--- src/gccc_pkg.sv ---
package gccc_pkg;

    localparam int ID_W            = 16;
    localparam int COORD_W         = 8;
    localparam int DELTA_W         = COORD_W + 1;
    localparam int PROD_W          = 2 * DELTA_W;
    localparam int STATUS_W        = 2;
    localparam int CFG_IDX_W       = 1;
    localparam int CFG_DATA_W      = 8;
    localparam int MAX_CPR_DEFAULT = 255;

    localparam logic [CFG_IDX_W-1:0] REG_CORNERS_PER_ROW = 1'b0;
    localparam logic [CFG_IDX_W-1:0] REG_CORNER_ROWS     = 1'b1;

    typedef enum logic [STATUS_W-1:0] {
        ST_OK         = 2'd0,
        ST_COINCIDENT = 2'd1,
        ST_RANGE      = 2'd2
    } t_status;

    typedef enum logic {
        S_IDLE,
        S_DIV
    } t_state;

    typedef struct packed {
        logic [ID_W-1:0] corner_id;
        logic            last;
    } t_in;

    typedef struct packed {
        logic                collinear;
        logic [STATUS_W-1:0] status;
    } t_out;

    typedef struct packed {
        logic valid;
        logic oor;
        logic last;
    } t_commit;

endpackage

--- src/grid_corner_collinearity_check.sv ---
// A result enters the output register once its beat's divide is done and the beat commits.
// A new input beat is taken only after the previous beat has committed; the radix-2 divider
// retires one quotient bit per cycle over the 16-bit corner index.
// A beat that must post a result waits while the output register is full and stalled.
// Reset (i_rst_n low, synchronous) clears the run state and the output valid
// and sets both geometry registers to 1.
module grid_corner_collinearity_check #(
    parameter int MAX_CORNERS_PER_ROW = gccc_pkg::MAX_CPR_DEFAULT
) (
    input  logic                            i_clk,
    input  logic                            i_rst_n,
    input  logic                            i_in_valid,
    output logic                            o_in_stall,
    input  gccc_pkg::t_in                   i_in,
    output logic                            o_out_valid,
    input  logic                            i_out_stall,
    output gccc_pkg::t_out                  o_out,
    input  logic                            i_cfg_we,
    input  logic [gccc_pkg::CFG_IDX_W-1:0]  i_cfg_idx,
    input  logic [gccc_pkg::CFG_DATA_W-1:0] i_cfg_data
);
    import gccc_pkg::*;

    localparam int CPR_FULL = (2 ** COORD_W) - 1;
    localparam logic [COORD_W-1:0] CPR_CAP = (MAX_CORNERS_PER_ROW > CPR_FULL) ?
        COORD_W'(CPR_FULL) : COORD_W'(MAX_CORNERS_PER_ROW);

    t_state             r_state, n_state;
    logic [COORD_W-1:0] r_cpr;
    logic [COORD_W-1:0] r_rows;
    logic               r_last;
    logic               r_oor;
    logic               r_out_valid;
    t_out               r_out;

    logic [COORD_W-1:0] cpr_eff;
    logic [ID_W-1:0]    total;
    logic               in_take;
    logic               out_free;
    logic               div_done;
    logic [COORD_W-1:0] div_quot;
    logic [COORD_W-1:0] div_rem;
    t_commit            commit;
    t_out               res;

    always_comb begin
        cpr_eff = (r_cpr > CPR_CAP) ? CPR_CAP : r_cpr;
        total   = cpr_eff * r_rows;
    end

    always_comb begin
        n_state = r_state;
        case (r_state)
            S_IDLE: begin
                if (i_in_valid) begin
                    n_state = S_DIV;
                end
            end
            S_DIV: begin
                if (commit.valid) begin
                    n_state = S_IDLE;
                end
            end
            default: n_state = S_IDLE;
        endcase
    end

    always_comb begin
        out_free     = !r_out_valid || !i_out_stall;
        o_in_stall   = (r_state != S_IDLE);
        in_take      = i_in_valid && (r_state == S_IDLE);
        commit.valid = (r_state == S_DIV) && div_done && (!r_last || out_free);
        commit.oor   = r_oor;
        commit.last  = r_last;
    end

    gccc_div u_div (
        .i_clk      (i_clk),
        .i_rst_n    (i_rst_n),
        .i_start    (in_take),
        .i_dividend (i_in.corner_id),
        .i_divisor  (cpr_eff),
        .o_done     (div_done),
        .o_quot     (div_quot),
        .o_rem      (div_rem)
    );

    gccc_geom u_geom (
        .i_clk    (i_clk),
        .i_rst_n  (i_rst_n),
        .i_commit (commit),
        .i_col    (div_rem),
        .i_row    (div_quot),
        .o_res    (res)
    );

    always_ff @(posedge i_clk) begin
        if (!i_rst_n) begin
            r_state     <= S_IDLE;
            r_cpr       <= COORD_W'(1);
            r_rows      <= COORD_W'(1);
            r_out_valid <= 1'b0;
        end else begin
            r_state <= n_state;
            if (i_cfg_we) begin
                case (i_cfg_idx)
                    REG_CORNERS_PER_ROW: r_cpr  <= i_cfg_data;
                    REG_CORNER_ROWS:     r_rows <= i_cfg_data;
                    default: ;
                endcase
            end
            if (commit.valid && r_last) begin
                r_out_valid <= 1'b1;
            end else if (!i_out_stall) begin
                r_out_valid <= 1'b0;
            end
        end
        if (in_take) begin
            r_last <= i_in.last;
            r_oor  <= (cpr_eff == '0) || (i_in.corner_id >= total);
        end
        if (commit.valid && r_last) begin
            r_out <= res;
        end
    end

    assign o_out_valid = r_out_valid;
    assign o_out       = r_out;

    a_take_starts_divide: assert property (@(posedge i_clk) disable iff (!i_rst_n)
        in_take |=> (r_state == S_DIV) && !div_done)
        else $error("accepted beat did not start a divide");

    a_slot_drains: assert property (@(posedge i_clk) disable iff (!i_rst_n)
        (r_out_valid && !i_out_stall && !(commit.valid && r_last)) |=> !r_out_valid)
        else $error("delivered result not dropped");

    a_status_code: assert property (@(posedge i_clk) disable iff (!i_rst_n)
        o_out_valid |-> (o_out.status != 2'd3) && !(o_out.collinear && o_out.status != ST_OK))
        else $error("result fields inconsistent");

endmodule

--- src/gccc_div.sv ---
module gccc_div (
    input  logic                         i_clk,
    input  logic                         i_rst_n,
    input  logic                         i_start,
    input  logic [gccc_pkg::ID_W-1:0]    i_dividend,
    input  logic [gccc_pkg::COORD_W-1:0] i_divisor,
    output logic                         o_done,
    output logic [gccc_pkg::COORD_W-1:0] o_quot,
    output logic [gccc_pkg::COORD_W-1:0] o_rem
);
    import gccc_pkg::*;

    localparam int CNT_W = $clog2(ID_W);
    localparam logic [CNT_W-1:0] CNT_LAST = CNT_W'(ID_W - 2);

    logic [COORD_W-1:0] r_rem, n_rem;
    logic [ID_W-1:0]    r_quo, n_quo;
    logic [COORD_W-1:0] r_div, n_div;
    logic [CNT_W-1:0]   r_cnt, n_cnt;
    logic               r_busy, n_busy;
    logic               r_done, n_done;

    logic [COORD_W-1:0] s_rem;
    logic [ID_W-1:0]    s_quo;
    logic [COORD_W-1:0] s_div;
    logic [COORD_W:0]   trial;
    logic               ge;

    always_comb begin
        s_rem = i_start ? '0 : r_rem;
        s_quo = i_start ? i_dividend : r_quo;
        s_div = i_start ? i_divisor : r_div;
        trial = {s_rem, s_quo[ID_W-1]};
        ge    = trial >= {1'b0, s_div};
    end

    always_comb begin
        n_rem  = r_rem;
        n_quo  = r_quo;
        n_div  = r_div;
        n_cnt  = r_cnt;
        n_busy = r_busy;
        n_done = r_done;
        if (i_start) begin
            n_div  = i_divisor;
            n_cnt  = '0;
            n_busy = 1'b1;
            n_done = 1'b0;
        end else if (r_busy) begin
            n_cnt = r_cnt + 1'b1;
            if (r_cnt == CNT_LAST) begin
                n_busy = 1'b0;
                n_done = 1'b1;
            end
        end
        if (i_start || r_busy) begin
            n_rem = ge ? COORD_W'(trial - {1'b0, s_div}) : trial[COORD_W-1:0];
            n_quo = {s_quo[ID_W-2:0], ge};
        end
    end

    always_ff @(posedge i_clk) begin
        if (!i_rst_n) begin
            r_busy <= 1'b0;
            r_done <= 1'b0;
            r_cnt  <= '0;
        end else begin
            r_busy <= n_busy;
            r_done <= n_done;
            r_cnt  <= n_cnt;
        end
        r_rem <= n_rem;
        r_quo <= n_quo;
        r_div <= n_div;
    end

    assign o_done = r_done;
    assign o_quot = r_quo[COORD_W-1:0];
    assign o_rem  = r_rem;

    a_start_clears_done: assert property (@(posedge i_clk) disable iff (!i_rst_n)
        i_start |=> !o_done && r_busy)
        else $error("divider done while a new divide runs");

    a_rem_below_divisor: assert property (@(posedge i_clk) disable iff (!i_rst_n)
        (o_done && r_div != '0) |-> (r_rem < r_div))
        else $error("remainder not below divisor");

endmodule

--- src/gccc_geom.sv ---
module gccc_geom (
    input  logic                         i_clk,
    input  logic                         i_rst_n,
    input  gccc_pkg::t_commit            i_commit,
    input  logic [gccc_pkg::COORD_W-1:0] i_col,
    input  logic [gccc_pkg::COORD_W-1:0] i_row,
    output gccc_pkg::t_out               o_res
);
    import gccc_pkg::*;

    logic [1:0]                r_count, n_count;
    logic [COORD_W-1:0]        r_first_col, n_first_col;
    logic [COORD_W-1:0]        r_first_row, n_first_row;
    logic signed [DELTA_W-1:0] r_delta_col, n_delta_col;
    logic signed [DELTA_W-1:0] r_delta_row, n_delta_row;
    logic                      r_still, n_still;
    logic [STATUS_W-1:0]       r_err, n_err;

    logic signed [DELTA_W-1:0] off_col;
    logic signed [DELTA_W-1:0] off_row;
    logic signed [PROD_W-1:0]  prod_a;
    logic signed [PROD_W-1:0]  prod_b;

    always_comb begin
        off_col = $signed({1'b0, i_col}) - $signed({1'b0, r_first_col});
        off_row = $signed({1'b0, i_row}) - $signed({1'b0, r_first_row});
        prod_a  = off_col * r_delta_row;
        prod_b  = off_row * r_delta_col;
    end

    always_comb begin
        n_count     = r_count;
        n_first_col = r_first_col;
        n_first_row = r_first_row;
        n_delta_col = r_delta_col;
        n_delta_row = r_delta_row;
        n_still     = r_still;
        n_err       = r_err;
        if (i_commit.oor) begin
            n_err = ST_RANGE;
        end else begin
            case (r_count)
                2'd0: begin
                    n_first_col = i_col;
                    n_first_row = i_row;
                end
                2'd1: begin
                    n_delta_col = off_col;
                    n_delta_row = off_row;
                end
                default: begin
                    if (r_delta_col == '0 && r_delta_row == '0) begin
                        if (r_err == ST_OK) begin
                            n_err = ST_COINCIDENT;
                        end
                    end else if (prod_a != prod_b) begin
                        n_still = 1'b0;
                    end
                end
            endcase
        end
        if (r_count != 2'd2) begin
            n_count = r_count + 2'd1;
        end
        o_res.collinear = (n_err == ST_OK) && n_still;
        o_res.status    = n_err;
    end

    always_ff @(posedge i_clk) begin
        if (!i_rst_n) begin
            r_count     <= '0;
            r_first_col <= '0;
            r_first_row <= '0;
            r_delta_col <= '0;
            r_delta_row <= '0;
            r_still     <= 1'b1;
            r_err       <= ST_OK;
        end else if (i_commit.valid) begin
            if (i_commit.last) begin
                r_count     <= '0;
                r_first_col <= '0;
                r_first_row <= '0;
                r_delta_col <= '0;
                r_delta_row <= '0;
                r_still     <= 1'b1;
                r_err       <= ST_OK;
            end else begin
                r_count     <= n_count;
                r_first_col <= n_first_col;
                r_first_row <= n_first_row;
                r_delta_col <= n_delta_col;
                r_delta_row <= n_delta_row;
                r_still     <= n_still;
                r_err       <= n_err;
            end
        end
    end

endmodule
--- config.mk ---
export PLATFORM = sky130hd
export DESIGN_NAME = grid_corner_collinearity_check
export DESIGN_NICKNAME = d
export VERILOG_FILES = /design/src/gccc_pkg.sv /design/src/grid_corner_collinearity_check.sv /design/src/gccc_div.sv /design/src/gccc_geom.sv
export SDC_FILE = /design/constraint.sdc
export NUM_CORES = 1
export LEC_CHECK = 0
export BUFFER_PORTS_ARGS = -buffer_cell sky130_fd_sc_hd__buf_4
export CAP_MARGIN = 10
export CORE_UTILIZATION = 40
export DETAILED_ROUTE_END_ITERATION = 10
export PLACE_DENSITY_LB_ADDON = 0.12
export SYNTH_ARGS = -nofsm -noshare
export SYNTH_HDL_FRONTEND = slang
export SYNTH_HIERARCHICAL = 1
export SYNTH_SLANG_ARGS = --single-unit
--- constraint.sdc ---
create_clock -name i_clk -period 7.35 [get_ports i_clk]
set_input_delay 0.735 -clock i_clk [delete_from_list [all_inputs] [get_ports i_clk]]
set_output_delay 0.735 -clock i_clk [all_outputs]
set_load 0.01 [all_outputs]
==> run_results.csv <==
group,metric,value,unit
run_status,status,"finished, final reports clean",
timing,fmax,0.143,GHz
job,cap_violations,0,
cts,cts_buffers,9,
global_routing,grt_pass1_wl,53300,um
drt,wl,31500,um
setup_path,cp_max_fo,8,
synthesis,syn_area,13700,sq um
drt,vias,9950,
cells_and_area,layout-drive-gt1-share,12.0,%
cells_and_area,final_cell_mix,"210 x inv_1, 174 x fa_1, 150 x ha_1, 146 x nand2_1, 87 x and2_1",
pwr,power.sequential.fraction,32.1,%
timing,finalSetupViolations,0,
cells_and_area,fin_nets,1870,
cells_and_area,largestRegisters,"u_div/r_quo x16, u_geom/r_delta_col x9, u_geom/r_delta_row x9",
setup_path,path_class,"register to register",
setup_path,r2r_cells,29,
setup_path,cpMaxStageDelayCell,"fa_1",
cells_and_area,largest_register_ffs,16,
pwr,switchingPower,0.000797,W
cells_and_area,antenna_cells,0,
setup_path,reg2reg_from,"u_div/r_quo[0]$_DFFE_PP_",
drt,postRouteAntennaNets,0,
timing,slew_violations,0,
setup_path,r2r_slack,0.34,ns
synthesis,synth.avg_cell_area,9.35,sq um
global_routing,grt_pass1_vias,10400,
pwr,vdd_drop_max,0.000197,V
timing,finalHoldViolCount,0,
placement,gp_congestion,0.837,
cts,cts_tree,"built",
timing,relSlewSlack,42.3,%
cts,ctsHoldBuffers,0,
timing,setup_ws,0.345,ns
placement,io_buffers,35,
setup_path,critPathMaxStageDelay,0.52,ns
placement,dp_hpwl,25300,um
setup_path,crit_arrival,7.24,ns
synthesis,netlist.area_leader.share,26.2,%
cts,clock_latency,0.36,ns
global_routing,antenna_found_initial,0,
cts,root_buffer,"clkbuf_16",
floorplan,die_w,187,um
timing,tns,0,ns
cts,h-tree-depth,3,
synthesis,async_flop_share,0,%
synthesis,synth_ff_type,"dfxtp_1",
synthesis,post-synth-top-area-cell,"fa_1",
global_routing,grt.overflow.total,0,
cts,clkSinkCount,100,
setup_path,reg2reg_to,"o_out[2]$_DFFE_PP_",
timing,rsz0062_at_grt,"no",
drt,first_pass_iters,5,
setup_path,startpoint,"u_div/r_quo[0]$_DFFE_PP_",
placement,place_inst,1928,
synthesis,syn_inst,1464,
placement,dp_slack,0.113,ns
floorplan,die_h,187,um
cells_and_area,area_delta_synth_final,10.6,%
global_routing,grt.total_usage,19.0,%
cells_and_area,fin_cells,1956,
pwr,internal_power,0.00133,W
hold_path,hold-path-cell-count,1,
drt,drc,0,
hold_path,hold_start,"u_geom/r_still$_SDFFE_PN1P_",
synthesis,synth_nets,1831,
pwr,p_leak,6.88,nW
synthesis,yosysSeqAreaShare,16.7,%
floorplan,dieArea,35000,sq um
floorplan,initial_utilization,40.7,%
setup_path,cp_common_cell,"fa_1",
pwr,swShare,37.5,%
global_routing,grt_max_degree,60,
synthesis,yosysWarnings,6,
floorplan,rows,67,
setup_path,startpoint_type,"register",
cts,clockBufferDepth,2,
setup_path,end_kind,"register",
timing,period_share,95.3,%
synthesis,synth.distinct_cells,63,
cells_and_area,layout_commonest_cell,"inv_1",
pwr,p_clk_share,24.6,%
synthesis,ys_top_cells_by_area,"fa_1 26%, ha_1 14%, dfxtp_1 10%, edfxtp_1 6.4%, inv_1 5.8%",
cts,path_clk_slew,0.08,ns
setup_path,endpoint,"o_out[2]$_DFFE_PP_",
drt,viasPerCell,5.09,
drt,initialDrtViolationCount,416,
timing,tightest_slew,0.857,ns
floorplan,ioPinCount,36,
drt,wl_per_cell,16.1,um
cells_and_area,top_register,"u_div/r_quo",
hold_path,hold_path.class,"register to register",
pwr,combPwrFrac,43.3,%
timing,period_needed,7.01,ns
timing,finClkSkew,0.0103,ns
synthesis,synth_edf_count,29,
floorplan,core,33600,sq um
pwr,powerDensity,140,nW/um^2
synthesis,ys_ff_latch,100,
setup_path,cp.required,7.58,ns
==> power by group through the flow <==
stage | logic [W] | clock network (W) | registers (W)
3_3_place_gp | 0.000875 | 0 | 0.000694
4_1_cts | 0.000880 | 0.000546 | 0.000684
6_report | 0.000919 | 0.000524 | 0.000682
2_1_floorplan | 0.000601 | 0 | 0.000672
5_1_grt | 0.00101 | 0.000563 | 0.000691
3_5_place_dp | 0.000875 | 0 | 0.000696
==> routing by layer <==
layer,share of wire [%],vias up,GRT usage (%)
met5,0,-,0
met4,1.4,0,3.31
met3,2.5,29,1.80
met2,49,145,33.2
met1,47,4946,25.6
li1,-,4830,-
==> cells by family after synthesis <==
group | count (synthesis) | synth area share, %
xor gates and xnor gates | 88 | 5.63
and+or+nand+nor | 429 | 16.4
adders and majority gates | 336 | 40.5
AOI/OAI and AO/OA | 209 | 10.3
DFF | 100 | 16.7
muxes | 32 | 2.71
buffers and inverters | 270 | 7.67
==> worst max-delay path: cells and delay by family, from the launching register on <==
kind            cells  cell delay, ns
flops               1            0.39
buf+inv             7            0.75
simple gates        4            0.76
xor+xnor            3            0.47
compound gates      7            1.21
fa+ha+maj           8            3.31
==> Yosys cell counts (10+ instances only) <==
| master | n |
|---|---|
| inv_1 | 211 |
| fa_1 | 179 |
| ha_1 | 157 |
| nand2_1 | 146 |
| and2_1 | 91 |
| dfxtp_1 | 71 |
| a21oi_1 | 69 |
| nor2b_1 | 64 |
| xnor2_1 | 63 |
| clkbuf_1 | 41 |
| edfxtp_1 | 29 |
| nor2_1 | 27 |
| a21o_1 | 26 |
| xor2_1 | 25 |
| o21ai_0 | 23 |
| nand2b_1 | 20 |
| nor3b_1 | 19 |
| nand3_1 | 17 |
| a21boi_0 | 16 |
| mux2_2 | 16 |
| nor3_1 | 14 |
| o21bai_1 | 13 |
| a22oi_1 | 10 |
| mux2i_1 | 10 |
| nor4_1 | 10 |
==> stage by stage <==
step | hold slack [ns] | power (W) | area [sq um] | util, %
floorplan | 0.419 | 0.00127 | 13700 | -
global placement | 0.439 | 0.00157 | 14600 | 43.3
detailed placement | 0.436 | 0.00157 | 14600 | 43.3
CTS | 0.456 | 0.00211 | 14900 | 44.3
global route | 0.498 | 0.00227 | 15100 | 45.1
finish | 0.459 | 0.00213 | 15100 | 45.1
==> layout make-up <==
cell class                      instances  area, sq um
Sequential cell                       100         2290
Tap cell                              448          561
Inverter                              214          803
Clock inverter                          7          103
Multi-Input combinational cell       1094        10500
Clock buffer                            9          225
Timing Repair Buffer                   84          634
Fill cell                            3331        18500
==> worst min path at each step <==
stage	endpoint	slack [ns]
floorplan	u_geom/r_still$_SDFFE_PN1P_	0.42
global placement	u_geom/r_still$_SDFFE_PN1P_	0.44
detailed placement	u_geom/r_still$_SDFFE_PN1P_	0.44
CTS	u_geom/r_still$_SDFFE_PN1P_	0.46
global route	u_geom/r_still$_SDFFE_PN1P_	0.50
finish	u_geom/r_still$_SDFFE_PN1P_	0.46
==> timing repair <==
item,CTS,global route
setup buffers,0,11
resized for setup,0,42
endpoints found under the setup margin,0,2
Power figures use the tool's default switching activity.
